<file path="config.mk">
export PLATFORM = sky130hd
export DESIGN_NAME = mps_ctrl
export DESIGN_NICKNAME = d
export VERILOG_FILES = /design/src/rtl/max_pool_2d_stream_top_macros.svh /design/src/rtl/mps_pkg.sv /design/src/rtl/mps_ctrl.sv
export SDC_FILE = /design/constraint.sdc
export NUM_CORES = 1
export LEC_CHECK = 0
export BUFFER_PORTS_ARGS = -buffer_cell sky130_fd_sc_hd__buf_2
export CAP_MARGIN = 30
export CORE_MARGIN = 10
export CORE_UTILIZATION = 50
export CTS_BUF_LIST = sky130_fd_sc_hd__clkbuf_16
export DETAILED_ROUTE_END_ITERATION = 8
export GPL_TIMING_DRIVEN = 0
export PLACE_DENSITY_LB_ADDON = 0.1
export RECOVER_POWER = 100
export SLEW_MARGIN = 0
export SYNTH_ARGS = -nofsm -noshare
export SYNTH_HDL_FRONTEND = slang
export SYNTH_SLANG_ARGS = --single-unit
</file>
<file path="constraint.sdc">
create_clock -name clk_i -period 3.07 [get_ports clk_i]
set_input_delay 0.614 -clock clk_i [delete_from_list [all_inputs] [get_ports clk_i]]
set_output_delay 0.614 -clock clk_i [all_outputs]
set_load 0.02 [all_outputs]
</file>
<file path="src/rtl/max_pool_2d_stream_top_macros.svh">
// Assertion helpers shared by the pooling block
`ifndef MAX_POOL_2D_STREAM_TOP_MACROS_SVH
`define MAX_POOL_2D_STREAM_TOP_MACROS_SVH

// Same-cycle implication under reset
`define MPS_ASSERT_NOW(lbl, clk, rstn, a, b, msg) \
  lbl: assert property (@(posedge clk) disable iff (!rstn) (a) |-> (b)) else $error(msg);

// Next-cycle implication under reset
`define MPS_ASSERT_NEXT(lbl, clk, rstn, a, b, msg) \
  lbl: assert property (@(posedge clk) disable iff (!rstn) (a) |=> (b)) else $error(msg);

`endif

</file>
<file path="src/rtl/mps_pkg.sv">
`timescale 1ns / 1ps
// ----------------------------------------------------------------------------
// mps_pkg
// Shared types, register codes and float helpers for the max pooling block.
// ----------------------------------------------------------------------------
package mps_pkg;

  localparam logic [31:0] NEG_INF = 32'hFF80_0000;
  localparam int CFG_IDX_W = 3;
  localparam int CFG_DATA_W = 9;
  localparam int WAIT_W = 3;

  typedef enum logic [CFG_IDX_W-1:0] {
    REG_IN_HEIGHT   = 3'd0,
    REG_IN_WIDTH    = 3'd1,
    REG_CHANNELS    = 3'd2,
    REG_POOL_HEIGHT = 3'd3,
    REG_POOL_WIDTH  = 3'd4,
    REG_STRIDE_ROWS = 3'd5,
    REG_STRIDE_COLS = 3'd6
  } cfg_reg_e;

  typedef enum logic [1:0] {
    ST_IDLE = 2'd0,
    ST_READ = 2'd1,
    ST_WAIT = 2'd2
  } seq_state_e;

  // Read request from the sequencer to the fold stage
  typedef struct packed {
    logic en;
    logic last;
    logic done;
  } rd_ctl_t;

  function automatic logic is_nan(input logic [31:0] a);
    is_nan = (a[30:23] == 8'hFF) && (a[22:0] != 23'd0);
  endfunction

  // Ordered greater-than on single-precision bits; false for NaN and equal
  function automatic logic f_gt(input logic [31:0] a, input logic [31:0] b);
    logic res;
    res = 1'b0;
    if (is_nan(a) || is_nan(b)) begin
      res = 1'b0;
    end else if (a[30:0] == 31'd0 && b[30:0] == 31'd0) begin
      res = 1'b0;
    end else if (!a[31] && b[31]) begin
      res = 1'b1;
    end else if (a[31] && !b[31]) begin
      res = 1'b0;
    end else if (!a[31]) begin
      res = a[30:0] > b[30:0];
    end else begin
      res = a[30:0] < b[30:0];
    end
    f_gt = res;
  endfunction

endpackage

</file>
<file path="src/rtl/mps_ctrl.sv">
`timescale 1ns / 1ps
// ----------------------------------------------------------------------------
// mps_ctrl
// Configuration registers, raster position tracking, window detection and
// the read sequencer that walks a completed window through the line store.
// ----------------------------------------------------------------------------
module mps_ctrl #(
  parameter int MAX_WIDTH    = 256,
  parameter int MAX_HEIGHT   = 256,
  parameter int MAX_CHANNELS = 64,
  parameter int MAX_POOL     = 4,
  parameter int AW           = 16
) (
  input  logic                          clk_i,
  input  logic                          rst_ni,
  input  logic                          cfg_we_i,
  input  logic [mps_pkg::CFG_IDX_W-1:0]  cfg_idx_i,
  input  logic [mps_pkg::CFG_DATA_W-1:0] cfg_wdata_i,
  input  logic                          in_valid_i,
  output logic                          in_ready_o,
  input  logic                          fold_busy_i,
  output logic                          we_o,
  output logic [AW-1:0]                 waddr_o,
  output logic [AW-1:0]                 raddr_o,
  output mps_pkg::rd_ctl_t              rd_o
);

  localparam int HL = (MAX_HEIGHT < 511) ? MAX_HEIGHT : 511;
  localparam int WL = (MAX_WIDTH < 511) ? MAX_WIDTH : 511;
  localparam int CL = (MAX_CHANNELS < 127) ? MAX_CHANNELS : 127;
  localparam int RW = (HL < 2) ? 1 : $clog2(HL);
  localparam int CW = (WL < 2) ? 1 : $clog2(WL);
  localparam int HW = (CL < 2) ? 1 : $clog2(CL);
  localparam int SW = (MAX_POOL < 2) ? 1 : $clog2(MAX_POOL);
  localparam int KW = $clog2(MAX_POOL + 1);

  // Configuration registers
  logic [8:0] in_height_q, in_width_q;
  logic [6:0] channels_q;
  logic [2:0] pool_h_q, pool_w_q, str_r_q, str_c_q;

  always_ff @(posedge clk_i or negedge rst_ni) begin
    if (!rst_ni) begin
      in_height_q <= 9'd2;
      in_width_q  <= 9'd2;
      channels_q  <= 7'd1;
      pool_h_q    <= 3'd2;
      pool_w_q    <= 3'd2;
      str_r_q     <= 3'd2;
      str_c_q     <= 3'd2;
    end else if (cfg_we_i) begin
      case (mps_pkg::cfg_reg_e'(cfg_idx_i))
        mps_pkg::REG_IN_HEIGHT:   in_height_q <= cfg_wdata_i;
        mps_pkg::REG_IN_WIDTH:    in_width_q  <= cfg_wdata_i;
        mps_pkg::REG_CHANNELS:    channels_q  <= cfg_wdata_i[6:0];
        mps_pkg::REG_POOL_HEIGHT: pool_h_q    <= cfg_wdata_i[2:0];
        mps_pkg::REG_POOL_WIDTH:  pool_w_q    <= cfg_wdata_i[2:0];
        mps_pkg::REG_STRIDE_ROWS: str_r_q     <= cfg_wdata_i[2:0];
        mps_pkg::REG_STRIDE_COLS: str_c_q     <= cfg_wdata_i[2:0];
        default: ;
      endcase
    end
  end

  logic cfg_hit;
  assign cfg_hit = cfg_we_i && (cfg_idx_i <= mps_pkg::CFG_IDX_W'(mps_pkg::REG_STRIDE_COLS));

  // Clamp registers into their working ranges
  logic [8:0] h_c, w_c;
  logic [6:0] nc_c;
  logic [2:0] ph_c, pw_c, sr_c, sc_c;

  always_comb begin
    h_c  = (in_height_q == 9'd0) ? 9'd1 :
           (32'(in_height_q) > HL) ? 9'(HL) : in_height_q;
    w_c  = (in_width_q == 9'd0) ? 9'd1 :
           (32'(in_width_q) > WL) ? 9'(WL) : in_width_q;
    nc_c = (channels_q == 7'd0) ? 7'd1 :
           (32'(channels_q) > CL) ? 7'(CL) : channels_q;
    ph_c = (pool_h_q == 3'd0) ? 3'd1 :
           (32'(pool_h_q) > MAX_POOL) ? 3'(MAX_POOL) : pool_h_q;
    pw_c = (pool_w_q == 3'd0) ? 3'd1 :
           (32'(pool_w_q) > MAX_POOL) ? 3'(MAX_POOL) : pool_w_q;
    sr_c = (str_r_q == 3'd0) ? 3'd1 : str_r_q;
    sc_c = (str_c_q == 3'd0) ? 3'd1 : str_c_q;
  end

  // Position and stride phase state
  logic [RW-1:0] row_q, row_d;
  logic [CW-1:0] col_q, col_d;
  logic [HW-1:0] chan_q, chan_d;
  logic [SW-1:0] slot_q, slot_d;
  logic [mps_pkg::WAIT_W-1:0] rwait_q, rwait_d, cwait_q, cwait_d;
  logic [mps_pkg::WAIT_W-1:0] reff, ceff;
  logic accept, hit, done;
  logic last_chan, last_col, last_row;

  // Rows (columns) left until the next window bottom (right) edge
  assign reff = (row_q == '0) ? mps_pkg::WAIT_W'(ph_c - 3'd1) : rwait_q;
  assign ceff = (col_q == '0) ? mps_pkg::WAIT_W'(pw_c - 3'd1) : cwait_q;

  assign last_chan = (10'(chan_q) + 10'd1) == 10'(nc_c);
  assign last_col  = (10'(col_q) + 10'd1) == 10'(w_c);
  assign last_row  = (10'(row_q) + 10'd1) == 10'(h_c);

  assign hit  = (9'(ph_c) <= h_c) && (9'(pw_c) <= w_c) && (reff == '0) && (ceff == '0);
  assign done = hit && last_chan &&
                ((10'(row_q) + 10'(sr_c)) >= 10'(h_c)) &&
                ((10'(col_q) + 10'(sc_c)) >= 10'(w_c));

  // Advance the raster position
  always_comb begin
    row_d   = row_q;
    col_d   = col_q;
    chan_d  = chan_q;
    slot_d  = slot_q;
    rwait_d = rwait_q;
    cwait_d = cwait_q;
    if (accept) begin
      chan_d = last_chan ? '0 : chan_q + HW'(1);
      if (last_chan) begin
        col_d   = last_col ? '0 : col_q + CW'(1);
        cwait_d = (ceff == '0) ? mps_pkg::WAIT_W'(sc_c - 3'd1) : ceff - 1'b1;
        if (last_col) begin
          row_d   = last_row ? '0 : row_q + RW'(1);
          rwait_d = (reff == '0) ? mps_pkg::WAIT_W'(sr_c - 3'd1) : reff - 1'b1;
          if (last_row || (32'(slot_q) == MAX_POOL - 1)) begin
            slot_d = '0;
          end else begin
            slot_d = slot_q + SW'(1);
          end
        end
      end
    end
    if (cfg_hit) begin
      row_d  = '0;
      col_d  = '0;
      chan_d = '0;
      slot_d = '0;
    end
  end

  always_ff @(posedge clk_i or negedge rst_ni) begin
    if (!rst_ni) begin
      row_q   <= '0;
      col_q   <= '0;
      chan_q  <= '0;
      slot_q  <= '0;
      rwait_q <= '0;
      cwait_q <= '0;
    end else begin
      row_q   <= row_d;
      col_q   <= col_d;
      chan_q  <= chan_d;
      slot_q  <= slot_d;
      rwait_q <= rwait_d;
      cwait_q <= cwait_d;
    end
  end

  // Sequencer state
  mps_pkg::seq_state_e state_q, state_d;
  logic [SW-1:0] rslot_q, rslot_d;
  logic [CW-1:0] col0_q, col0_d, rcol_q, rcol_d;
  logic [HW-1:0] rchan_q, rchan_d;
  logic [KW-1:0] kh_q, kh_d, kw_q, kw_d;
  logic          done_q, done_d;
  logic          rd_last;
  logic [SW:0]   start_slot;

  assign rd_last = (kh_q == KW'(ph_c - 3'd1)) && (kw_q == KW'(pw_c - 3'd1));

  // Oldest window row sits ph-1 slots behind the current one
  always_comb begin
    start_slot = (SW+1)'(slot_q) + (SW+1)'(MAX_POOL) - (SW+1)'(ph_c - 3'd1);
    if (32'(start_slot) >= MAX_POOL) begin
      start_slot = start_slot - (SW+1)'(MAX_POOL);
    end
  end

  // Next state
  always_comb begin
    state_d = state_q;
    case (state_q)
      mps_pkg::ST_IDLE: if (accept && hit) state_d = mps_pkg::ST_READ;
      mps_pkg::ST_READ: if (rd_last) state_d = mps_pkg::ST_WAIT;
      mps_pkg::ST_WAIT: if (!fold_busy_i) state_d = mps_pkg::ST_IDLE;
      default: state_d = mps_pkg::ST_IDLE;
    endcase
  end

  // Outputs
  always_comb begin
    in_ready_o = 1'b0;
    rd_o       = '0;
    case (state_q)
      mps_pkg::ST_IDLE: in_ready_o = 1'b1;
      mps_pkg::ST_READ: begin
        rd_o.en   = 1'b1;
        rd_o.last = rd_last;
        rd_o.done = done_q;
      end
      default: ;
    endcase
  end

  assign accept = in_valid_i && in_ready_o;

  // Window walk: row by row, left to right
  always_comb begin
    rslot_d = rslot_q;
    col0_d  = col0_q;
    rcol_d  = rcol_q;
    rchan_d = rchan_q;
    kh_d    = kh_q;
    kw_d    = kw_q;
    done_d  = done_q;
    if (accept && hit) begin
      rslot_d = SW'(start_slot);
      col0_d  = col_q + CW'(1) - CW'(pw_c);
      rcol_d  = col_q + CW'(1) - CW'(pw_c);
      rchan_d = chan_q;
      kh_d    = '0;
      kw_d    = '0;
      done_d  = done;
    end else if (state_q == mps_pkg::ST_READ) begin
      if (kw_q == KW'(pw_c - 3'd1)) begin
        kw_d   = '0;
        rcol_d = col0_q;
        kh_d   = kh_q + KW'(1);
        rslot_d = (32'(rslot_q) == MAX_POOL - 1) ? '0 : rslot_q + SW'(1);
      end else begin
        kw_d   = kw_q + KW'(1);
        rcol_d = rcol_q + CW'(1);
      end
    end
  end

  always_ff @(posedge clk_i or negedge rst_ni) begin
    if (!rst_ni) begin
      state_q <= mps_pkg::ST_IDLE;
    end else begin
      state_q <= state_d;
    end
  end

  always_ff @(posedge clk_i) begin
    rslot_q <= rslot_d;
    col0_q  <= col0_d;
    rcol_q  <= rcol_d;
    rchan_q <= rchan_d;
    kh_q    <= kh_d;
    kw_q    <= kw_d;
    done_q  <= done_d;
  end

  // Store addresses: (slot * MAX_WIDTH + col) * MAX_CHANNELS + channel
  assign we_o    = accept;
  assign waddr_o = (AW'(slot_q) * AW'(MAX_WIDTH) + AW'(col_q)) * AW'(MAX_CHANNELS)
                   + AW'(chan_q);
  assign raddr_o = (AW'(rslot_q) * AW'(MAX_WIDTH) + AW'(rcol_q)) * AW'(MAX_CHANNELS)
                   + AW'(rchan_q);

endmodule

</file>
==> impl_metrics.yaml, run 1 <==
sta:
  setup_viol: 2
  timing.hold.ws_ps: 482
  period_minus_slack_ps: 3100
  fmax_mhz: 323
  timing.final.crit_share_pct: 101
  fin_skew_ps: 7.89
  worst_pin_slew_ps: 1780
  maxSlewViolCount: 70
  rsz0062_at_grt: "true"
  final_hold_viol_count: 0
  relSlewSlack_pct: -18.7
  layout_setup_ws_ps: -29.2
final_layout:
  diodes: 0
  final_common_cell: "dfrtp_1"
  mostFrequentLayoutCells: "dfrtp_1, nand2_1, clkbuf_1"
  syn2layout_area_growth_pct: 13.9
  fin_cells: 977
  drive_above_1_share_pct: 18.8
  fin_nets: 860
clocking:
  cts_hold_buf: 0
  clockBufferDepth: 2
  numCtsBuffers: 9
  clock_latency_ps: 350
  cts_tree: "yes"
  clock_sinks: 100
  path_clk_slew_ps: 70
  cts_root_buffer: "clkbuf_16"
  cts_htree_levels: 3
routing:
  firstDrtPassIters: 4
  wire_per_inst_um: 18.4
  vias: 5705
  viasPerCell: 5.84
  routed_wl_mm: 18.0
  first_iter_violations: 397
  drc: 0
  postRouteAntennaNets: 0
placed_design:
  gp_congestion: 0.879
  place_inst: 946
  numPortBuffers: 51
  dp_hpwl_mm: 13.3
setup_path:
  critPathCaptureType: "register"
  worstPathRequired_ps: 3310
  reg2reg_from: "col_q[1]$_DFFE_PN0P_"
  critPathKind: "register to register"
  cp-start-kind: "register"
  cp.arrival_ps: 3340
  startpoint: "col_q[1]$_DFFE_PN0P_"
  path_max_fanout: 10
die:
  row_count: 43
  initial_core_util_pct: 50.8
  fp.dieH_um: 138
  core-area_um2: 13800
  pin_count: 54
  die_area_um2: 19200
  die_w_um: 138
global_routing:
  grt_antenna_before_repair: 0
  grt_first_pass_wirelength_mm: 29.5
  grt_pass1_vias: 5714
  grt_max_degree: 70
  grt-ovfl-total: 0
  grt.total_usage_pct: 18.4
yosys:
  ys_seq_elements: 100
  synth_nets: 781
  syn_inst: 713
  yosys_warnings: 0
  synth_edf_count: 25
  synth_area_um2: 7020
  synth_ff_type: "dfrtp_1"
  avgSynthCellArea_um2: 9.84
  synthDistinctLibCells: 84
  async_reset_ff_share_pct: 69.0
  ys_seq_area_share_pct: 37.1
run_status:
  violations: "capacitance limit, slew limit, setup timing"
  status: "finished, violations left"
power:
  power_density_nw_per_um2: 660
  peakVddDrop_mv: 0.269
  leakage_nw: 3.46
run:
  maxCapViolCount: 1
min_path:
  hold_path.startpoint: "chan_q[3]$_DFFE_PN0P_"
  hp-class: "register to register"
[Yosys cell counts, types with 21 or more instances]
master,number,area [um^2]
nand3_1,23,115
o21ai_0,32,160
inv_1,34,128
xnor2_1,30,263
mux2_2,39,439
nor2_1,41,154
nand2_1,61,229
dfrtp_1,62,1550
edfxtp_1,25,751
a21oi_1,24,120
ha_1,48,601
nand2b_1,21,131
xor2_1,24,210
[stage by stage]
step                      total power, mW  setup TNS, ps  worst slack [ps]  cell area, um^2  util [%]
final                                5.28          -56.7             -29.2             7990      57.8
after global routing                 5.65          -1690              -171             7990      57.8
after CTS                            5.26              0              4.46             7930      57.3
after detailed placement             4.10         -19050              -837             7510      54.3
after global placement               4.01         -16890              -793             7500      54.2
after floorplan                      3.52              0               143             7020         -
[where the power goes]
part / total [mW] / switching, mW / internal (mW)
registers: 1.98 / 0.286 / 1.69
clock network: 1.05 / 0.513 / 0.540
logic: 2.25 / 1.27 / 0.978
[flip-flops by register name, indices dropped and copies added (netlist names)]
register / flops
rchan_q: 6
slot_q: 2
cwait_q: 3
state_q: 2
rcol_q: 8
str_c_q: 3
kw_q: 3
kh_q: 3
col0_q: 8
row_q: 8
pool_w_q: 3
in_height_q: 9
done_q: 1
str_r_q: 3
rwait_q: 3
rslot_q: 2
chan_q: 6
channels_q: 7
in_width_q: 9
col_q: 8
pool_h_q: 3
[path summary, 6_finish.rpt]
kind,to,slack [ps],depth (start not counted)
worst max register to register,row_q[5]$_DFFE_PN0P_,-30,9
worst min-delay path,rchan_q[3]$_DFFE_PP_,480,0
max in group asynchronous,pool_w_q[2]$_DFFE_PN0P_,1150,1
worst min register to register,rchan_q[3]$_DFFE_PP_,480,0
worst max-delay path,row_q[5]$_DFFE_PN0P_,-30,9
min in group asynchronous,row_q[5]$_DFFE_PN0P_,740,1
[timing repair]
item                                    in CTS  in global routing
pin swaps                                   14                 13
endpoints found under the setup margin      54                 30
gates cloned                                 1                  0
resized for setup                           21                 27
buffers inserted                             8                  7
[final cells by class]
| class | count | area, um^2 |
|---|---|---|
| Buffer | 31 | 144 |
| Clock inverter | 7 | 36.3 |
| Timing Repair Buffer | 68 | 329 |
| Inverter | 36 | 140 |
| Tap cell | 180 | 225 |
| Multi-Input combinational cell | 545 | 4280 |
| Sequential cell | 100 | 2610 |
| Fill cell | 1256 | 5830 |
| Clock buffer | 9 | 225 |
| Timing Repair inverter | 1 | 3.75 |
[worst max-delay path: stages (launching register included)]
cell and delay (ps):
dfrtp_1 550, ha_1 330, nand3_2 250, xnor3_1 360
o311ai_1 130, nor4_2 380, nand4_4 280, buf_2 270
o21bai_1 170, a32o_1 280
[routing by layer]
layer  vias up  GRT usage (%)  share of wire (%)
li1       2757              -                  -
met1      2815           24.3                 47
met2       112           30.1                 47
met3        21           2.98                4.0
met4         0           5.94                1.7
met5         -              0                  0
[cell families (layout without fill, tap and decap cells)]
family,Yosys count,after routing,share of synthesized area (%)
compound gates,152,152,15.7
xor+xnor,60,60,8.57
fa+ha+maj,51,51,9.41
buf+inv,68,152,3.99
flops,100,100,37.1
mux,48,48,7.59
simple gates,234,234,17.6
(Power assumes the default switching activity.)
==> inputs of run 2 (changes only) <==
--- a/config.mk
+++ b/config.mk
@@ -14,6 +14,7 @@
 export GPL_TIMING_DRIVEN = 0
 export PLACE_DENSITY_LB_ADDON = 0.1
 export RECOVER_POWER = 100
+export REMOVE_ABC_BUFFERS = 1
 export SLEW_MARGIN = 0
 export SYNTH_ARGS = -nofsm -noshare
 export SYNTH_HDL_FRONTEND = slang
==> run 2 against run 1 <==
  * The flow finishes with violations (capacitance limit, slew limit)
  * First-iteration DRC count is 5.5% higher
  * Via count shrank 0.96%
  * Core utilization down 0.24 points
  * Clock power about the same
  * Register-to-register slack improved by 70 ps
  * Fmax up 2.4%
  * Final cell count decreased by 2.5%
  * Critical endpoint is now done_q$_DFFE_PP_
  * Highest routed layer unchanged
==> impl_metrics.yaml, run 2 (synthesis gave the netlist of run 1 again) <==
run_status:
  status: "finished, violations left"
  violations: "capacitance limit, slew limit"
routing:
  vias: 5650
  firstDrtPassIters: 5
  drc: 0
  routed_wl_mm: 17.2
  first_iter_violations: 419
  postRouteAntennaNets: 0
  wire_per_inst_um: 18.0
  viasPerCell: 5.93
min_path:
  hp-class: "register to register"
sta:
  setup_viol: 0
  rsz0062_at_grt: "true"
  timing.final.crit_share_pct: 98.6
  timing.hold.ws_ps: 504
  final_hold_viol_count: 0
  relSlewSlack_pct: -17.9
  fmax_mhz: 330
  maxSlewViolCount: 70
  period_minus_slack_ps: 3030
  fin_skew_ps: 9.31
  worst_pin_slew_ps: 1770
final_layout:
  diodes: 0
  final_common_cell: "dfrtp_1"
  mostFrequentLayoutCells: "dfrtp_1, nand2_1, buf_2"
  top_regs: "in_height_q (9), in_width_q (9)"
  fin_nets: 836
  drive_above_1_share_pct: 23.3
  syn2layout_area_growth_pct: 13.4
  fin_area_um2: 7960
die:
  fp.dieH_um: 138
  die_w_um: 138
  die_area_um2: 19200
  pin_count: 54
  core-area_um2: 13800
  initial_core_util_pct: 50.8
  row_count: 43
clocking:
  cts_htree_levels: 3
  numCtsBuffers: 9
  path_clk_slew_ps: 70
  cts_tree: "yes"
  cts_root_buffer: "clkbuf_16"
  clock_sinks: 100
  clock_latency_ps: 350
  clockBufferDepth: 2
global_routing:
  grt_pass1_vias: 5510
  grt-ovfl-total: 0
  grt_max_degree: 70
  grt_first_pass_wirelength_mm: 28.5
  grt.total_usage_pct: 17.8
  grt_antenna_before_repair: 0
setup_path:
  cp-start-kind: "register"
  path_max_fanout: 2
  critPathKind: "register to register"
  worstPathRequired_ps: 3210
  critPathCaptureType: "register"
  cp.arrival_ps: 3170
placed_design:
  place_area_um2: 7430
  gp_congestion: 0.887
  dp_hpwl_mm: 12.6
  numPortBuffers: 53
power:
  leakage_nw: 3.51
  power_density_nw_per_um2: 660
  peakVddDrop_mv: 0.323
run:
  maxCapViolCount: 1
==> run 2: what timing repair did <==
item / CTS / global route
pin swaps: 8 / 12
hold buffers: 0 / 0
gates resized for setup: 18 / 24
setup endpoints to repair: 55 / 32
buffers inserted: 9 / 9
==> run 2: critical path, stage by stage (launching register included) <==
cell      delay [ps]
dfrtp_1          410
o21bai_4         160
ha_4             160
inv_2             40
fa_2             390
nor2b_2          130
o21ai_2           90
nor2_2           170
xnor2_1           90
ha_1             280
o21ai_1           50
nand2b_1          80
a21oi_2           70
a21oi_2          110
nand4_1          160
nor4b_4          410
==> run 2: report_power, final <==
group | total (mW) | switching (mW) | internal, mW
Sequential | 1.98 | 0.292 | 1.69
Clock | 1.04 | 0.504 | 0.539
Combinational | 2.23 | 1.22 | 1.00
==> run 2: cell type report <==
type | instances | area [um^2]
fill | 1243 | 5870
multi-input combinational | 545 | 4290
sequential | 100 | 2610
timing repair buffer | 76 | 433
clock buffer | 9 | 225
tap | 180 | 225
inverter | 36 | 140
clock inverter | 7 | 36.3
==> run 2: routing by layer <==
metal / share of wire [%] / wire (um) / up-vias / global-route usage, %
li1: - / - / 2725 / -
met1: 48 / 8340 / 2788 / 24.1
met2: 46 / 7950 / 119 / 28.2
met3: 3.5 / 605 / 18 / 2.64
met4: 1.7 / 298 / 0 / 6.33
met5: 0 / 0 / - / 0
==> run 2: path summary, 6_finish.rpt <==
path	slack (ps)	depth (start not counted)	start	endpoint
worst max-delay path	40	15	str_r_q[2]$_DFFE_PN0P_	done_q$_DFFE_PP_
worst min-delay path	500	1	rwait_q[0]$_DFFE_PN0P_	rwait_q[0]$_DFFE_PN0P_
worst max register to register	40	15	str_r_q[2]$_DFFE_PN0P_	done_q$_DFFE_PP_
worst min register to register	500	1	rwait_q[0]$_DFFE_PN0P_	rwait_q[0]$_DFFE_PN0P_
max in group asynchronous	1050	2	rst_ni	col_q[1]$_DFFE_PN0P_
min in group asynchronous	810	2	rst_ni	state_q[1]$_DFFE_PN0P_
==> run 2: metrics by stage <==
step	setup WS [ps]	instances	utilization [%]	TNS [ps]	power, mW
2_1_floorplan	-761	681	-	-3520	3.50
3_5_place_dp	-1280	919	53.7	-37480	4.09
5_1_grt	-123	953	57.6	-281	5.66
3_3_place_gp	-1680	914	53.3	-44570	3.97
4_1_cts	3.34	944	56.6	0	5.21
6_report	44.1	953	57.6	0	5.25
==> inputs of run 3 (changes only) <==
--- a/config.mk
+++ b/config.mk
@@ -7,15 +7,14 @@
 export LEC_CHECK = 0
 export BUFFER_PORTS_ARGS = -buffer_cell sky130_fd_sc_hd__buf_2
 export CAP_MARGIN = 30
-export CORE_MARGIN = 10
+export CORE_MARGIN = 1
 export CORE_UTILIZATION = 50
-export CTS_BUF_LIST = sky130_fd_sc_hd__clkbuf_16
+export CTS_BUF_LIST = sky130_fd_sc_hd__clkbuf_2
 export DETAILED_ROUTE_END_ITERATION = 8
 export GPL_TIMING_DRIVEN = 0
 export PLACE_DENSITY_LB_ADDON = 0.1
 export RECOVER_POWER = 100
 export REMOVE_ABC_BUFFERS = 1
-export SLEW_MARGIN = 0
 export SYNTH_ARGS = -nofsm -noshare
 export SYNTH_HDL_FRONTEND = slang
 export SYNTH_SLANG_ARGS = --single-unit
==> run 3 against run 2 <==
  * The run still ends with capacitance limit, slew limit left
  * Non-clock buffer count is 16 higher
  * First-iteration DRC count increased by 0.72%
  * Final cell count rose by 1.4%
  * Die area shrank 24%
  * Combinational power rose by 9.4%
  * Critical path type unchanged
  * Largest cell class unchanged
  * Highest routed layer is now met5
==> impl_metrics.yaml, run 3 (synthesis gave the netlist of run 1 again) <==
run_status:
  status: "finished, violations left"
  violations: "capacitance limit, slew limit"
clocking:
  cts_hold_buf: 0
  clock_latency_ps: 630
  cts_htree_levels: 3
  clock_sinks: 100
  cts_tree: "yes"
  numCtsBuffers: 9
  clockBufferDepth: 2
  cts_root_buffer: "clkbuf_2"
  path_clk_slew_ps: 260
global_routing:
  grt.total_usage_pct: 25.1
  grt_antenna_before_repair: 2
  grt_first_pass_wirelength_mm: 28.4
  grt-ovfl-total: 0
  grt_pass1_vias: 5591
  grt_max_degree: 70
die:
  row_count: 42
  fp.dieH_um: 120
  die_area_um2: 14500
  die_w_um: 120
  core-area_um2: 13500
  pin_count: 54
  initial_core_util_pct: 52.2
sta:
  fin_skew_ps: 26.2
  fmax_mhz: 331
  maxSlewViolCount: 70
  timing.hold.ws_ps: 219
  setup_viol: 0
  relSlewSlack_pct: -19.6
  final_hold_viol_count: 0
  timing.final.crit_share_pct: 98.5
  worst_pin_slew_ps: 1790
  period_minus_slack_ps: 3020
  rsz0062_at_grt: "true"
final_layout:
  top_regs: "in_height_q (9), in_width_q (9)"
  fill_cells: 1202
  fin_nets: 852
  fin_area_um2: 8040
  finish.utilization_pct: 59.7
  final_common_cell: "nand2_1"
  drive_above_1_share_pct: 27.2
  fin_cells: 966
  syn2layout_area_growth_pct: 14.5
  mostFrequentLayoutCells: "nand2_1, dfrtp_1, buf_2"
setup_path:
  cp.depth: 12
  slowest_delay_ps: 600
  cp-start-kind: "register"
  path_delay_family: "simple AND/OR/NAND/NOR gates"
  crit_buf_inv: 0
  critPathKind: "register to register"
  path_cells: "o21bai_2 > ha_2 > fa_2 > a21o_1 > nand2_2 > nor2_2 > and3_1 > ha_1 > o21ai_2 > a21oi_2 > nand4_1 > nor4b_4"
  critPathCaptureType: "register"
  worstPathRequired_ps: 3490
  crit_path_top_delay_cell: "dfstp_2"
  path_max_fanout: 2
  startpoint: "str_c_q[1]$_DFFE_PN1P_"
  cp.arrival_ps: 3440
  reg2reg_from: "str_c_q[1]$_DFFE_PN1P_"
  reg2reg_depth: 12
min_path:
  hp-class: "input pin to register"
  hold_path.startpoint: "cfg_wdata_i[8]"
  whs_path_depth: 3
placed_design:
  place_area_um2: 7400
  gp_congestion: 0.881
  place_inst: 914
  dp_hpwl_mm: 12.1
  numPortBuffers: 53
routing:
  postRouteAntennaNets: 0
  routed_wl_mm: 17.2
  firstDrtPassIters: 5
  wire_per_inst_um: 17.8
  viasPerCell: 5.90
  drc: 0
  vias: 5695
  first_iter_violations: 422
power:
  power_density_nw_per_um2: 641
  leakage_nw: 3.54
  peakVddDrop_mv: 0.372
run:
  maxCapViolCount: 1
run 3: layer usage:
metal | up-vias | part of all wire, % | global-route usage [%] | wire [um]
met2 | 131 | 48 | 41.3 | 8240
met5 | - | 0.064 | 0 | 11
met3 | 25 | 3.0 | 3.02 | 520
met1 | 2791 | 47 | 33.9 | 8120
li1 | 2746 | - | - | -
met4 | 2 | 2.0 | 9.18 | 342
run 3: worst paths after layout:
kind / to / slack, ps
setup / recovery: done_q$_DFFE_PP_ / 50
hold reg to reg: str_c_q[0]$_DFFE_PN0P_ / 530
setup reg to reg: done_q$_DFFE_PP_ / 50
max in group asynchronous: row_q[0]$_DFFE_PN0P_ / 1480
hold / removal: in_height_q[8]$_DFFE_PN0P_ / 220
min in group asynchronous: row_q[4]$_DFFE_PN0P_ / 390
run 3: worst min-delay path, delay by kind of cell:
kind                   cells  cell delay, ps
buffers and inverters      1             110
AO/OA/AOI/OAI              1              60
AND/OR/NAND/NOR            1              40
run 3: per-stage QoR:
step | worst slack, ps | setup TNS [ps] | power, mW
after floorplan | -761 | -3520 | 3.50
after global placement | -1630 | -43830 | 3.95
after detailed placement | -1320 | -39750 | 4.08
after CTS | -24.4 | -24.7 | 5.01
after global routing | -143 | -152 | 5.53
final | 46.7 | 0 | 5.15
run 3: power breakdown:
part,leakage [nW],switching (mW),internal (mW)
registers,1.14,0.291,1.69
clock network,0.0838,0.452,0.280
logic,2.32,1.30,1.14
total,3.54,2.04,3.11
run 3: layout make-up:
type / instances / area [um^2] / area share (%)
Multi-Input combinational cell: 545 / 4380 / 54.5
Clock inverter: 3 / 63.8 / 0.794
Timing Repair Buffer: 92 / 547 / 6.80
Antenna cell: 1 / 2.50 / 0.0311
Tap cell: 176 / 220 / 2.74
Clock buffer: 13 / 65.1 / 0.810
Sequential cell: 100 / 2620 / 32.6
Inverter: 36 / 140 / 1.74
run 3: what timing repair did:
action | 4_1_cts | 5_1_grt
gates cloned | 0 | 0
pin swaps | 15 | 16
resized for setup | 36 | 37
setup buffers | 22 | 13
endpoints found under the setup margin | 55 | 45
