--- src/rtl/max_pool_2d_stream_top_macros.svh ---
// Assertion helpers shared by the pooling block
`ifndef MAX_POOL_2D_STREAM_TOP_MACROS_SVH
`define MAX_POOL_2D_STREAM_TOP_MACROS_SVH

// Same-cycle implication under reset
`define MPS_ASSERT_NOW(lbl, clk, rstn, a, b, msg) \
  lbl: assert property (@(posedge clk) disable iff (!rstn) (a) |-> (b)) else $error(msg);

// Next-cycle implication under reset
`define MPS_ASSERT_NEXT(lbl, clk, rstn, a, b, msg) \
  lbl: assert property (@(posedge clk) disable iff (!rstn) (a) |=> (b)) else $error(msg);

`endif

--- src/rtl/mps_pkg.sv ---
`timescale 1ns / 1ps
// ----------------------------------------------------------------------------
// mps_pkg
// Shared types, register codes and float helpers for the max pooling block.
// ----------------------------------------------------------------------------
package mps_pkg;

  localparam logic [31:0] NEG_INF = 32'hFF80_0000;
  localparam int CFG_IDX_W = 3;
  localparam int CFG_DATA_W = 9;
  localparam int WAIT_W = 3;

  typedef enum logic [CFG_IDX_W-1:0] {
    REG_IN_HEIGHT   = 3'd0,
    REG_IN_WIDTH    = 3'd1,
    REG_CHANNELS    = 3'd2,
    REG_POOL_HEIGHT = 3'd3,
    REG_POOL_WIDTH  = 3'd4,
    REG_STRIDE_ROWS = 3'd5,
    REG_STRIDE_COLS = 3'd6
  } cfg_reg_e;

  typedef enum logic [1:0] {
    ST_IDLE = 2'd0,
    ST_READ = 2'd1,
    ST_WAIT = 2'd2
  } seq_state_e;

  // Read request from the sequencer to the fold stage
  typedef struct packed {
    logic en;
    logic last;
    logic done;
  } rd_ctl_t;

  function automatic logic is_nan(input logic [31:0] a);
    is_nan = (a[30:23] == 8'hFF) && (a[22:0] != 23'd0);
  endfunction

  // Ordered greater-than on single-precision bits; false for NaN and equal
  function automatic logic f_gt(input logic [31:0] a, input logic [31:0] b);
    logic res;
    res = 1'b0;
    if (is_nan(a) || is_nan(b)) begin
      res = 1'b0;
    end else if (a[30:0] == 31'd0 && b[30:0] == 31'd0) begin
      res = 1'b0;
    end else if (!a[31] && b[31]) begin
      res = 1'b1;
    end else if (a[31] && !b[31]) begin
      res = 1'b0;
    end else if (!a[31]) begin
      res = a[30:0] > b[30:0];
    end else begin
      res = a[30:0] < b[30:0];
    end
    f_gt = res;
  endfunction

endpackage

--- src/rtl/mps_fold.sv ---
`timescale 1ns / 1ps
// ----------------------------------------------------------------------------
// mps_fold
// Running maximum over returned store words, result hold and output register.
// ----------------------------------------------------------------------------
module mps_fold (
  input  logic             clk_i,
  input  logic             rst_ni,
  input  mps_pkg::rd_ctl_t rd_i,
  input  logic [31:0]      rdata_i,
  output logic             busy_o,
  output logic             out_valid_o,
  input  logic             out_ready_i,
  output logic [31:0]      out_data_o,
  output logic             out_last_o
);

  mps_pkg::rd_ctl_t rd_q;
  logic [31:0] acc_q, acc_d, fold_val;
  logic        pend_q, pend_d, pend_done_q;
  logic [31:0] pend_val_q;
  logic        ov_q, ov_d;
  logic [31:0] od_q;
  logic        ol_q;
  logic        load_out;

  // Align the request with the registered read data
  always_ff @(posedge clk_i or negedge rst_ni) begin
    if (!rst_ni) begin
      rd_q <= '0;
    end else begin
      rd_q <= rd_i;
    end
  end

  // Keep the accumulator only when strictly greater
  assign fold_val = mps_pkg::f_gt(acc_q, rdata_i) ? acc_q : rdata_i;

  always_comb begin
    acc_d = acc_q;
    if (rd_q.en) begin
      acc_d = rd_q.last ? mps_pkg::NEG_INF : fold_val;
    end
  end

  assign load_out = pend_q && (!ov_q || out_ready_i);

  always_comb begin
    pend_d = pend_q;
    if (load_out) pend_d = 1'b0;
    if (rd_q.en && rd_q.last) pend_d = 1'b1;
    ov_d = ov_q;
    if (out_ready_i) ov_d = 1'b0;
    if (load_out) ov_d = 1'b1;
  end

  always_ff @(posedge clk_i or negedge rst_ni) begin
    if (!rst_ni) begin
      acc_q  <= mps_pkg::NEG_INF;
      pend_q <= 1'b0;
      ov_q   <= 1'b0;
    end else begin
      acc_q  <= acc_d;
      pend_q <= pend_d;
      ov_q   <= ov_d;
    end
  end

  // Hold the finished maximum, then move it to the output register
  always_ff @(posedge clk_i) begin
    if (rd_q.en && rd_q.last) begin
      pend_val_q  <= fold_val;
      pend_done_q <= rd_q.done;
    end
    if (load_out) begin
      od_q <= pend_val_q;
      ol_q <= pend_done_q;
    end
  end

  assign busy_o      = rd_q.en || pend_q;
  assign out_valid_o = ov_q;
  assign out_data_o  = od_q;
  assign out_last_o  = ol_q;

endmodule

--- config.mk ---
export PLATFORM = sky130hd
export DESIGN_NAME = mps_fold
export DESIGN_NICKNAME = d
export VERILOG_FILES = /design/src/rtl/max_pool_2d_stream_top_macros.svh /design/src/rtl/mps_pkg.sv /design/src/rtl/mps_fold.sv
export SDC_FILE = /design/constraint.sdc
export NUM_CORES = 1
export LEC_CHECK = 0
export ABC_AREA = 1
export BUFFER_PORTS_ARGS = -buffer_cell sky130_fd_sc_hd__buf_2
export CAP_MARGIN = 40
export CORE_ASPECT_RATIO = 0.5
export CORE_UTILIZATION = 60
export CTS_BUF_LIST = sky130_fd_sc_hd__clkbuf_2 sky130_fd_sc_hd__clkbuf_4 sky130_fd_sc_hd__clkbuf_8
export CTS_CLUSTER_DIAMETER = 150
export DETAILED_ROUTE_END_ITERATION = 8
export GPL_TIMING_DRIVEN = 0
export PLACE_DENSITY = 0.82
export SLEW_MARGIN = 20
export SYNTH_ARGS = -nofsm -noshare
export SYNTH_HDL_FRONTEND = slang
export SYNTH_SLANG_ARGS = --single-unit
--- constraint.sdc ---
create_clock -name clk_i -period 2.7 [get_ports clk_i]
set_input_delay 0.27 -clock clk_i [delete_from_list [all_inputs] [get_ports clk_i]]
set_output_delay 0.27 -clock clk_i [all_outputs]
set_load 0.005 [all_outputs]
==> impl_summary.txt, run 1 <==
----------------------------------------------------
[Floorplanning]
  Overall die height ... ~68 um
  Initial Utilization ... 0.636
  Area of the core ... 0.00823 sq mm
  Number of I/O pins ... 73
  Area of the die ... around 0.0091 sq mm
  Site row count ... 23
  Die width ... roughly 130 um

[CTS]
  Clk Tree Root Cell ... sky130_fd_sc_hd__clkbuf_8
  Clock latency on the worst-skew pair ... ~380 ps
  Num CTS Buffers ... 9
  Number of clock sinks ... a little over 100
  Clock H-tree levels ... 3
  Number of resized instances in the post-cts repair step ... 0
  Maximum count of clock buffers along a single path ... 2
  Clock-pin slew reported for the worst setup and hold paths after clock tree synthesis ... approximately 100 ps
  Post-CTS Setup Repair Bufs ... 0
  CTS tree ... done

[Logic synthesis]
  Synth Register Bits ... 103
  Sequential cell area fraction in the yosys report ... 0.558
  Post-Synth Simple-Gate Area ... 0.240
  Dominant combinational cell family by area after synthesis ... simple AND/OR/NAND/NOR gates
  Synthesized-area fraction occupied by ao, oa, aoi and oai cells ... 0.0425
  Count of cell types in the netlist ... 24
  Xor/xnor share of the synthesized area ... 0
  Primary flip-flop cell chosen by synthesis mapping ... sky130_fd_sc_hd__edfxtp_1
  Portion of netlist area occupied by mux cells ... 0
  Syn nets ... between 600 and 700
  Number of warnings issued by yosys ... 0
  Share of async-settable or async-resettable flops after synthesis ... 0.359
  Per-instance average area after synthesis ... about 9.4 sq um
  Fraction of the mapped netlist area in adder cells ... 0.0741
  Number of standard cells after synthesis ... between 500 and 600
  Number of enable-type register cells in the synthesized netlist ... 66
  Post-Synthesis Cell Area ... between 0.005 and 0.006 sq mm

[Placement]
  Area of placed instances ... 0.00579 sq mm
  HPWL after DPL ... roughly 8000 um
  Global placer's final weighted congestion ... approximately 0.9
  PortBufs ... 72

[Critical path]
  Capturing element type of the critical path ... flop
  Crit-path max FO ... 10
  Required time at the worst-slack endpoint ... about 2800 ps
  Critical Path Source Type ... flop
  Data arrival at the endpoint of the critical path ... 2550 ps
  Worst setup path category ... flop to flop

[Cells and area]
  Leading cell types in the layout, fill and taps excluded ... sky130_fd_sc_hd__nand2_1 (112), sky130_fd_sc_hd__inv_1 (91), sky130_fd_sc_hd__nand3_1 (87)
  Share of layout cells above drive strength 1 ... 0.184
  Post-route standard cell area excluding fillers ... 0.00604 sq mm
  Leading cell type in the layout, fill and taps excluded ... sky130_fd_sc_hd__nand2_1
  Number of nets in the finished design ... about 700
  Number of diodes added for antenna fixing ... 0
  Area Growth Syn to Fin ... 15.3%

[Global routing]
  Number of antenna violations at the first check in global routing ... 0
  Total congestion overflow after global routing ... 0
  Maximum number of pins on one net before global-route repair ... 34
  GRT Total Usage ... 0.265
  Global-route wire length before repair ... around 18000 um
  Vias in the first global route ... ~3800

[Timing]
  Max-slew violation count ... 0
  Min Clock Period, post-route ... 2420 ps
  Finish-stage setup viols ... 0
  Slew of the pin with the lowest slew margin ... 751 ps
  Period Utilization, post-route ... 0.895
  Maximum achievable frequency ... 414 MHz
  Unrepaired setup endpoints after global routing ... no
  Setup Skew ... ~14 ps
  Relative slew margins ... 0.499
  Hold violation total from the final report ... 0
  Final worst hold slack ... 196 ps

[Pwr]
  Cell leakage power ... approximately 2.9 nW
  Power density of the placed cells ... between 900 and 1000 mW/mm^2
  Worst vdd rail ir drop ... between 300 and 400 uV

[Route]
  First-iteration detailed-routing DRC count ... 357
  Detailed-route vias per instance ... about 5.4
  Drt first pass iters ... 6
  Mean routed wirelength per cell ... 14.7 um
  Detailed Route WL ... 11200 um
  Final antenna-violating net count ... 0
  # DRC ... 0
  Number of vias after detailed routing ... just over 4000

[Min path]
  Path class of the lowest-slack min-delay path ... primary input to flop

[Outcome]
  Outcome ... finished clean

[Run]
  Number of max-capacitance violations reported ... 0

----------------------------------------------------
flip-flops by register name (all words and copies together) (netlist names):
name	cells
acc_q	32
out_last_o	1
pend_val_q	32
rd_q	3
out_data_o	32
out_valid_o	1
pend_done_q	1
pend_q	1
Yosys cell counts, types with 8 or more instances:
cell | n | area share
sky130_fd_sc_hd__a21oi_1 | 11 | 0.011
sky130_fd_sc_hd__and2_1 | 23 | 0.027
sky130_fd_sc_hd__dfrtp_1 | 28 | 0.13
sky130_fd_sc_hd__dfstp_2 | 9 | 0.045
sky130_fd_sc_hd__edfxtp_1 | 66 | 0.38
sky130_fd_sc_hd__ha_1 | 31 | 0.074
sky130_fd_sc_hd__inv_1 | 92 | 0.066
sky130_fd_sc_hd__nand2_1 | 112 | 0.080
sky130_fd_sc_hd__nand3_1 | 87 | 0.083
sky130_fd_sc_hd__nand4_1 | 8 | 0.0096
sky130_fd_sc_hd__nor2_1 | 36 | 0.026
sky130_fd_sc_hd__o21ai_0 | 26 | 0.025
what timing repair did:
item | in CTS | in global routing
setup endpoints to repair | 0 | 0
hold buffers | 4 | 0
endpoints found under the hold margin | 10 | 0
area by class of cell:
cell class / count / area (sq um)
fillers: 615 / 2190
inverters: 93 / 349
flip-flops and latches: 103 / 2920
clock inverters: 7 / 77.6
repair buffers: 78 / 448
multi-input cells: 348 / 1880
plain buffers: 15 / 101
clock buffers: 9 / 124
well taps: 112 / 140
worst max-delay path, stage by stage (launching register included):
cell	delay (ps)
sky130_fd_sc_hd__dfstp_2	580
sky130_fd_sc_hd__ha_1	260
sky130_fd_sc_hd__a21o_1	190
sky130_fd_sc_hd__nor2_1	100
sky130_fd_sc_hd__nand2_1	60
sky130_fd_sc_hd__a21oi_1	140
sky130_fd_sc_hd__nand2_2	120
sky130_fd_sc_hd__a21oi_4	230
sky130_fd_sc_hd__buf_4	220
sky130_fd_sc_hd__nand3_1	110
sky130_fd_sc_hd__and2_1	180
worst paths after layout:
| check | slack (ps) | startpoint | cells past startpoint | end |
|---|---|---|---|---|
| max | 280 | acc_q[30] | 10 | pend_val_q[2] |
| min | 200 | out_ready_i | 4 | out_valid_o |
| max reg2reg | 280 | acc_q[30] | 10 | pend_val_q[2] |
| min reg2reg | 420 | pend_val_q[14] | 0 | out_data_o[14] |
| max in group asynchronous | 1870 | rst_ni | 3 | acc_q[27] |
| min in group asynchronous | 300 | rst_ni | 2 | acc_q[9] |
kinds of logic (layout without fill, tap and decap cells):
logic type | count (synthesis) | in the layout
buffers and inverters | 108 | 202
adder cells (fa/ha/maj) | 31 | 31
AND/OR/NAND/NOR | 276 | 276
flip-flops | 103 | 103
AO/OA/AOI/OAI | 41 | 41
per-stage QoR:
stage | setup slack, ps | setup TNS [ps] | instances | utilization | total power [mW]
6_report | 285 | 0 | 765 | 0.733 | 5.46
3_5_place_dp | 305 | 0 | 745 | 0.704 | 4.46
4_1_cts | 314 | 0 | 765 | 0.733 | 5.46
2_1_floorplan | 208 | 0 | 559 | - | 3.91
5_1_grt | 142 | 0 | 765 | 0.733 | 5.87
3_3_place_gp | -668 | -21890 | 743 | 0.697 | 4.37
layer usage:
metal	up-vias	part of all wire	global-route usage
li1	2008	-	-
met1	1916	0.48	0.363
met2	167	0.43	0.422
met3	21	0.074	0.0644
met4	0	0.016	0.0885
met5	-	0	0
power breakdown:
part / switching [mW] / internal, mW / leakage, nW / total, mW
sequential: 0.188 / 2.20 / 1.08 / 2.39
combinational: 1.27 / 0.820 / 1.70 / 2.09
clock: 0.543 / 0.440 / 0.106 / 0.983
Power figures use the tool's default switching activity.
==> inputs of run 2 (changes only) <==
--- a/config.mk
+++ b/config.mk
@@ -9,12 +9,12 @@
 export BUFFER_PORTS_ARGS = -buffer_cell sky130_fd_sc_hd__buf_2
 export CAP_MARGIN = 40
 export CORE_ASPECT_RATIO = 0.5
-export CORE_UTILIZATION = 60
+export CORE_UTILIZATION = 64
 export CTS_BUF_LIST = sky130_fd_sc_hd__clkbuf_2 sky130_fd_sc_hd__clkbuf_4 sky130_fd_sc_hd__clkbuf_8
 export CTS_CLUSTER_DIAMETER = 150
 export DETAILED_ROUTE_END_ITERATION = 8
 export GPL_TIMING_DRIVEN = 0
-export PLACE_DENSITY = 0.82
+export PLACE_DENSITY = 0.87
 export SLEW_MARGIN = 20
 export SYNTH_ARGS = -nofsm -noshare
 export SYNTH_HDL_FRONTEND = slang
==> constraint.sdc (replaced) <==
create_clock -name clk_i -period 3 [get_ports clk_i]
set_input_delay 0.3 -clock clk_i [delete_from_list [all_inputs] [get_ports clk_i]]
set_output_delay 0.3 -clock clk_i [all_outputs]
set_load 0.005 [all_outputs]
==> run 2 against run 1 <==
Compared with the run above: global-route usage grew 4.6 points; count of clock-buffer cells in the layout is the same; setup slack gained 170 ps; core utilization grew 5.3 points; clock skew shrank 6.2 ps; register-to-register slack gained 170 ps; final area shrank 0.66%; critical path type unchanged; largest cell class unchanged.
==> impl_summary.txt, run 2 (synthesis results as in run 1) <==
----------------------------------------------------
[Floorplanning]
  Overall die height ... 66.0 um (-3.1%)
  Die width ... 130 um (-3.1%)
  Number of I/O pins ... 73 (unchanged)
  Area of the die ... 0.00857 sq mm (-6.1%)
  Area of the core ... 0.00762 sq mm (-7.4%)
  Site row count ... 22 (-4.3%)
  Initial Utilization ... 0.687 (+0.0505)

[CTS]
  Num CTS Buffers ... 9 (unchanged)
  Clock H-tree levels ... 3 (unchanged)
  Post-CTS Setup Repair Bufs ... 0 (unchanged)
  Number of clock sinks ... 103 (unchanged)
  Clock-pin slew reported for the worst setup and hold paths after clock tree synthesis ... 110 ps (about the same)
  Number of resized instances in the post-cts repair step ... 0 (unchanged)
  Maximum count of clock buffers along a single path ... 2 (unchanged)
  Clock latency on the worst-skew pair ... 390 ps (about the same)
  Clk Tree Root Cell ... sky130_fd_sc_hd__clkbuf_8
  CTS tree ... done

[Route]
  Detailed-route vias per instance ... 5.55 (+3.2%)
  Drt first pass iters ... 7 (+1)
  Mean routed wirelength per cell ... 15.9 um (+7.8%)
  # DRC ... 0 (unchanged)
  Detailed Route WL ... 12000 um (+7.0%)
  Final antenna-violating net count ... 0 (unchanged)
  First-iteration detailed-routing DRC count ... 411 (+15%)
  Number of vias after detailed routing ... 4209 (+2.4%)

[Pwr]
  Clock network fraction of design power ... 0.171 (-0.009)
  Proportion of power drawn by flip-flops and latches ... 0.435 (-0.002)
  Worst vdd rail ir drop ... 368 uV (-2.9%)
  Net Sw Frac ... 0.387 (+0.0202)
  Power dissipated by switching net loads ... 1.92 mW (-4.2%)
  Cell internal power dissipation ... 3.04 mW (-12%)
  Cell leakage power ... 2.86 nW (-0.97%)
  Overall power of the completed layout ... 4.96 mW (-9.2%)
  Power density of the placed cells ... 827 mW/mm^2 (-8.6%)
  Combinational share of power ... 0.394 (+0.011)

[Global routing]
  GRT Total Usage ... 0.311 (+0.0457)
  Number of antenna violations at the first check in global routing ... 0 (unchanged)
  Global-route wire length before repair ... 19300 um (+7.7%)
  Maximum number of pins on one net before global-route repair ... 34 (unchanged)
  Vias in the first global route ... 4102 (+8.6%)
  Total congestion overflow after global routing ... 0 (unchanged)

[Cells and area]
  Share of layout cells above drive strength 1 ... 0.184 (+0.000565)
  Post-layout instance count excluding filler cells ... 759 (-0.78%)
  Fraction of the core area covered by cells at the end of the flow ... 0.786 (+0.0530)
  Number of fillers in the final layout ... 552 (-10%)
  Leading cell type in the layout, fill and taps excluded ... sky130_fd_sc_hd__nand2_1
  Area Growth Syn to Fin ... 14.5%
  Number of diodes added for antenna fixing ... 0 (unchanged)
  Leading cell types in the layout, fill and taps excluded ... sky130_fd_sc_hd__nand2_1 (112), sky130_fd_sc_hd__inv_1 (91), sky130_fd_sc_hd__nand3_1 (87)
  Number of nets in the finished design ... 715 (-0.28%)

[Critical path]
  Crit-path max FO ... 10 (unchanged)
  Kind of cell adding the most delay to the critical path ... compound AO/OA/AOI/OAI gates
  Data arrival at the endpoint of the critical path ... 2690 ps (+140 ps)
  Critical Path Source Type ... flop
  Capturing element type of the critical path ... flop
  Required time at the worst-slack endpoint ... 3140 ps (+310 ps)
  Slowest stage cell, crit path ... sky130_fd_sc_hd__dfstp_2
  Bufs and invs on worst path ... 1 (unchanged)
  Logic depth of the worst setup path including buffers ... 10 (unchanged)
  Biggest cell delay along the critical path ... 570 ps (about the same)
  Worst setup path category ... flop to flop
  Reg-to-reg endpoint ... pend_val_q[1]
  Ordered cell list for the critical path ... ha_1, a21o_1, nor2_1, nand2_1, a21oi_1, nand2_2, a21oi_4, buf_4, nand3_1, and2_1
  Startpoint of the most critical register-to-register path ... acc_q[30]
  Destination of the critical timing path ... pend_val_q[1]
  Crit. Startpoint ... acc_q[30]
  Setup slack of the most critical reg-to-reg path ... 450 ps (+170 ps)
  Worst r2r path cells ... 10 (unchanged)

[Run]
  Number of max-capacitance violations reported ... 0 (unchanged)

[Timing]
  Hold violation total from the final report ... 0 (unchanged)
  Relative slew margins ... 0.493 (-0.00577)
  Max-slew violation count ... 0 (unchanged)
  Maximum achievable frequency ... 393 MHz (-5.2%)
  Slew of the pin with the lowest slew margin ... 759 ps (+8.64 ps)
  Setup Skew ... 7.43 ps (-6.24 ps)
  Min Clock Period, post-route ... 2550 ps (+131 ps)
  Unrepaired setup endpoints after global routing ... no
  Period Utilization, post-route ... 0.849 (-0.0456)
  Finish-stage setup viols ... 0 (unchanged)

[Placement]
  Cell Count Post-Placement ... 741 (-0.54%)
  HPWL after DPL ... 9030 um (+10%)
  Global placer's final weighted congestion ... 0.927 (+2.9%)
  PortBufs ... 72 (unchanged)

[Min path]
  Path class of the lowest-slack min-delay path ... primary input to flop
  Worst hold path cell count ... 1 (-3)

[Outcome]
  Outcome ... finished clean

----------------------------------------------------
-- run 2: cell count changes in the layout (fill, tap and decap cells not counted) --
cell                            delta
sky130_fd_sc_hd__clkinvlp_4        +3
sky130_fd_sc_hd__clkinv_2          -2
sky130_fd_sc_hd__dlygate4sd3_1     -2
sky130_fd_sc_hd__bufinv_16         -1
sky130_fd_sc_hd__clkinv_4          -1
sky130_fd_sc_hd__inv_8             +1
-- run 2: area by class of cell --
| class | instances | area, sq um | area share |
|---|---|---|---|
| timing repair buffer | 76 | 428 | 0.0714 |
| clock buffer | 9 | 124 | 0.0207 |
| multi-input combinational | 348 | 1880 | 0.313 |
| buffer | 15 | 101 | 0.0169 |
| clock inverter | 7 | 62.6 | 0.0104 |
| tap | 108 | 135 | 0.0225 |
| inverter | 93 | 349 | 0.0582 |
| sequential | 103 | 2920 | 0.487 |
-- run 2: power by group through the flow --
stage,sequential [mW],clock [mW],combinational [mW]
after detailed placement,2.18,0,1.90
after global placement,2.16,0,1.78
final,2.16,0.849,1.95
after CTS,2.15,0.843,1.92
after floorplan,2.13,0,1.39
after global routing,2.19,0.898,2.20
-- run 2: worst min-delay path by stage --
| stage | from | end |
|---|---|---|
| 6_report | rd_i[0] | rd_q[0] |
| 4_1_cts | rd_i[2] | rd_q[2] |
| 2_1_floorplan | rst_ni | acc_q[0] |
| 5_1_grt | rd_i[0] | rd_q[0] |
| 3_3_place_gp | pend_val_q[15] | out_data_o[15] |
| 3_5_place_dp | rst_ni | rd_q[2] |
-- run 2: worst reg2reg max path, stage by stage, from the launching register on --
cell and delay [ps]:
sky130_fd_sc_hd__dfstp_2 570, sky130_fd_sc_hd__ha_1 270, sky130_fd_sc_hd__a21o_1 210, sky130_fd_sc_hd__nor2_1 100, sky130_fd_sc_hd__nand2_1 60, sky130_fd_sc_hd__a21oi_1 200
sky130_fd_sc_hd__nand2_2 120, sky130_fd_sc_hd__a21oi_4 230, sky130_fd_sc_hd__buf_4 230, sky130_fd_sc_hd__nand3_1 120, sky130_fd_sc_hd__and2_1 200
-- run 2: timing repair --
item | in CTS | in global routing
setup endpoints to repair | 0 | 0
hold buffers | 1 | 1
endpoints found under the hold margin | 3 | 1
-- run 2: routing by layer --
layer / wire, um / track usage
met5: 0 / 0
met4: 327 / 0.126
met3: 1170 / 0.0914
met2: 5560 / 0.503
met1: 4970 / 0.396
-- run 2: per-stage QoR --
step / setup WS [ps] / cell area, sq um / TNS, ps / hold slack (ps)
after detailed placement: 504 / 5790 / 0 / 197
after global routing: 369 / 6000 / 0 / 8.44
final: 453 / 6000 / 0 / 22.0
after floorplan: 508 / 5240 / 0 / 4.41
after global placement: -219 / 5730 / -7150 / 401
after CTS: 526 / 5990 / 0 / 9.10
==> inputs of run 3 (changes only) <==
--- a/config.mk
+++ b/config.mk
@@ -9,12 +9,12 @@
 export BUFFER_PORTS_ARGS = -buffer_cell sky130_fd_sc_hd__buf_2
 export CAP_MARGIN = 40
 export CORE_ASPECT_RATIO = 0.5
-export CORE_UTILIZATION = 64
+export CORE_UTILIZATION = 54
 export CTS_BUF_LIST = sky130_fd_sc_hd__clkbuf_2 sky130_fd_sc_hd__clkbuf_4 sky130_fd_sc_hd__clkbuf_8
 export CTS_CLUSTER_DIAMETER = 150
 export DETAILED_ROUTE_END_ITERATION = 8
 export GPL_TIMING_DRIVEN = 0
-export PLACE_DENSITY = 0.87
+export PLACE_DENSITY = 0.78
 export SLEW_MARGIN = 20
 export SYNTH_ARGS = -nofsm -noshare
 export SYNTH_HDL_FRONTEND = slang
==> constraint.sdc (replaced) <==
create_clock -name clk_i -period 2.1 [get_ports clk_i]
set_input_delay 0.21 -clock clk_i [delete_from_list [all_inputs] [get_ports clk_i]]
set_output_delay 0.21 -clock clk_i [all_outputs]
set_load 0.005 [all_outputs]
==> run 3 against run 2 <==
Compared with the run above: the flow now finishes with violations (negative setup slack); via count increased by 6.4%; combinational power up 110%; clock power increased by 35%; critical path type unchanged; largest cell class unchanged; highest routed layer unchanged.
==> impl_summary.txt, run 3 (synthesis results as in run 1) <==
----------------------------------------------------
[Cells and area]
  Number of nets in the finished design ... 745 (+4.2%)
  Number of fillers in the final layout ... 581 (+5.3%)
  Area Growth Syn to Fin ... 29.5%
  Leading cell type in the layout, fill and taps excluded ... sky130_fd_sc_hd__nand2_1
  Leading cell types in the layout, fill and taps excluded ... sky130_fd_sc_hd__nand2_1 (98), sky130_fd_sc_hd__inv_1 (87), sky130_fd_sc_hd__nand3_1 (77)
  Share of layout cells above drive strength 1 ... 0.301 (+0.117)
  Post-route standard cell area excluding fillers ... 0.00678 sq mm (+13%)
  Number of diodes added for antenna fixing ... 0 (unchanged)

[Critical path]
  Worst r2r path cells ... 13 (+3)
  Bufs and invs on worst path ... 3 (+2)
  Kind of cell adding the most delay to the critical path ... simple AND/OR/NAND/NOR gates
  Biggest cell delay along the critical path ... 580 ps (about the same)
  Critical Path Source Type ... flop
  Crit-path max FO ... 7 (-3)
  Required time at the worst-slack endpoint ... 2230 ps (-910 ps)
  Data arrival at the endpoint of the critical path ... 2520 ps (-170 ps)
  Reg-to-reg endpoint ... pend_val_q[27]
  Startpoint of the most critical register-to-register path ... acc_q[23]
  Ordered cell list for the critical path ... ha_1, nand2_1, inv_1, nand2_1, nor3_2, a21oi_2, nand2_2, a21oi_4, buf_12, nand2_8, clkbuf_16, nand2_1, nand2_1
  Slowest stage cell, crit path ... sky130_fd_sc_hd__dfstp_2
  Most used cell along the critical path ... sky130_fd_sc_hd__nand2_1
  Capturing element type of the critical path ... flop
  Worst setup path category ... flop to flop
  Setup slack of the most critical reg-to-reg path ... -290 ps (-740 ps)
  Crit. Startpoint ... acc_q[23]

[CTS]
  Clock H-tree levels ... 3 (unchanged)
  CTS tree ... done
  Clock-pin slew reported for the worst setup and hold paths after clock tree synthesis ... 100 ps (about the same)
  Num CTS Buffers ... 9 (unchanged)
  Clock latency on the worst-skew pair ... 380 ps (about the same)
  Maximum count of clock buffers along a single path ... 2 (unchanged)
  Number of clock sinks ... 103 (unchanged)
  Clk Tree Root Cell ... sky130_fd_sc_hd__clkbuf_8

[Global routing]
  Vias in the first global route ... 3971 (-3.2%)
  Total congestion overflow after global routing ... 0 (unchanged)
  Number of antenna violations at the first check in global routing ... 0 (unchanged)
  Maximum number of pins on one net before global-route repair ... 34 (unchanged)
  GRT Total Usage ... 0.255 (-0.0558)
  Global-route wire length before repair ... 19300 um (+0.21%)

[Placement]
  HPWL after DPL ... 8520 um (-5.6%)
  Area of placed instances ... 0.00584 sq mm (+0.82%)
  Setup slack at placement ... -370 ps (-874 ps)
  PortBufs ... 72 (unchanged)
  Global placer's final weighted congestion ... 0.924 (-0.38%)

[Timing]
  Relative slew margins ... 0.486 (-0.00659)
  Hold violation total from the final report ... 0 (unchanged)
  Period Utilization, post-route ... 1.14 (+0.288)
  Final worst hold slack ... 107 ps (+85.1 ps)
  Finish-stage setup viols ... 62 (+62)
  Max-slew violation count ... 0 (unchanged)
  Post-route setup slack ... -288 ps (-742 ps)
  Setup Skew ... 10.7 ps (+3.31 ps)
  Min Clock Period, post-route ... 2390 ps (-158 ps)
  Slew of the pin with the lowest slew margin ... 770 ps (+11.0 ps)
  Maximum achievable frequency ... 419 MHz (+6.6%)
  Unrepaired setup endpoints after global routing ... yes

[Min path]
  Hold Startpoint ... out_ready_i
  Worst hold path cell count ... 4 (+3)
  Path class of the lowest-slack min-delay path ... primary input to flop
  WHS Endpoint ... out_valid_o

[Pwr]
  Overall power of the completed layout ... 8.35 mW (+68%)
  Cell leakage power ... 3.13 nW (+9.5%)
  Power density of the placed cells ... 1230 mW/mm^2 (+49%)
  Worst vdd rail ir drop ... 506 uV (+38%)

[Route]
  Number of vias after detailed routing ... 4477 (+6.4%)
  Detailed Route WL ... 13800 um (+14%)
  Final antenna-violating net count ... 0 (unchanged)
  Drt first pass iters ... 7 (unchanged)
  # DRC ... 0 (unchanged)
  Mean routed wirelength per cell ... 17.0 um (+7.0%)
  First-iteration detailed-routing DRC count ... 463 (+13%)
  Detailed-route vias per instance ... 5.52 (-0.45%)

[Outcome]
  Outcome ... complete, but fails checks
  Violations in the final reports ... negative setup slack

[Run]
  Number of max-capacitance violations reported ... 0 (unchanged)

[Floorplanning]
  Die width ... 141 um (+8.7%)
  Site row count ... 24 (+9.1%)
  Area of the core ... 0.00904 sq mm (+19%)
  Overall die height ... 71.6 um (+8.6%)
  Initial Utilization ... 0.579 (-0.107)
  Number of I/O pins ... 73 (unchanged)
  Area of the die ... 0.0101 sq mm (+18%)

----------------------------------------------------
-- run 3: worst max-delay path by stage --
| stage | to | slack, ps | cells after the start |
|---|---|---|---|
| after floorplan | pend_val_q[10] | -30 | 10 |
| after global placement | pend_val_q[15] | -350 | 13 |
| after detailed placement | pend_val_q[3] | -370 | 13 |
| after CTS | pend_val_q[0] | -190 | 15 |
| after global routing | pend_val_q[27] | -380 | 13 |
| final | pend_val_q[27] | -290 | 13 |
-- run 3: cell type report --
cell class              count  area, sq um  area share
plain buffers              15          150      0.0222
clock buffers              10          131      0.0194
clock inverters             6         45.0     0.00665
inverters                  93          349      0.0515
multi-input cells         348         2280       0.336
flip-flops and latches    103         2920       0.431
well taps                 130          163      0.0240
repair buffers            106          741       0.109
-- run 3: metrics by stage --
stage               TNS [ps]  instances  utilization
finish                -13050        811        0.750
global route          -19950        811        0.750
CTS                    -6280        796        0.685
detailed placement    -16270        763        0.646
global placement      -25690        761        0.640
floorplan               -630        559            -
-- run 3: what timing repair did --
item | 4_1_cts | 5_1_grt
hold buffers | 4 | 0
setup buffers | 12 | 11
resized for setup | 10 | 82
gates cloned | 1 | 4
endpoints found under the hold margin | 17 | 0
pin swaps | 3 | 11
endpoints found under the setup margin | 61 | 62
-- run 3: report_power, final --
group | internal [mW] | switching, mW
Clock | 0.453 | 0.694
Sequential | 2.83 | 0.267
Combinational | 1.87 | 2.24
Total | 5.15 | 3.20
-- run 3: tightest hold or removal path: stages --
cell and delay [ps]:
sky130_fd_sc_hd__buf_2 70, sky130_fd_sc_hd__inv_1 60, sky130_fd_sc_hd__nand2_1 70, sky130_fd_sc_hd__nand2_1 50
-- run 3: metal layers --
metal / global-route usage / up-vias / wire, um / part of all wire
li1: - / 2071 / - / -
met1: 0.366 / 2140 / 5840 / 0.42
met2: 0.384 / 233 / 6360 / 0.46
met3: 0.0595 / 33 / 1190 / 0.086
met4: 0.0894 / 0 / 373 / 0.027
met5: 0 / - / 0 / 0
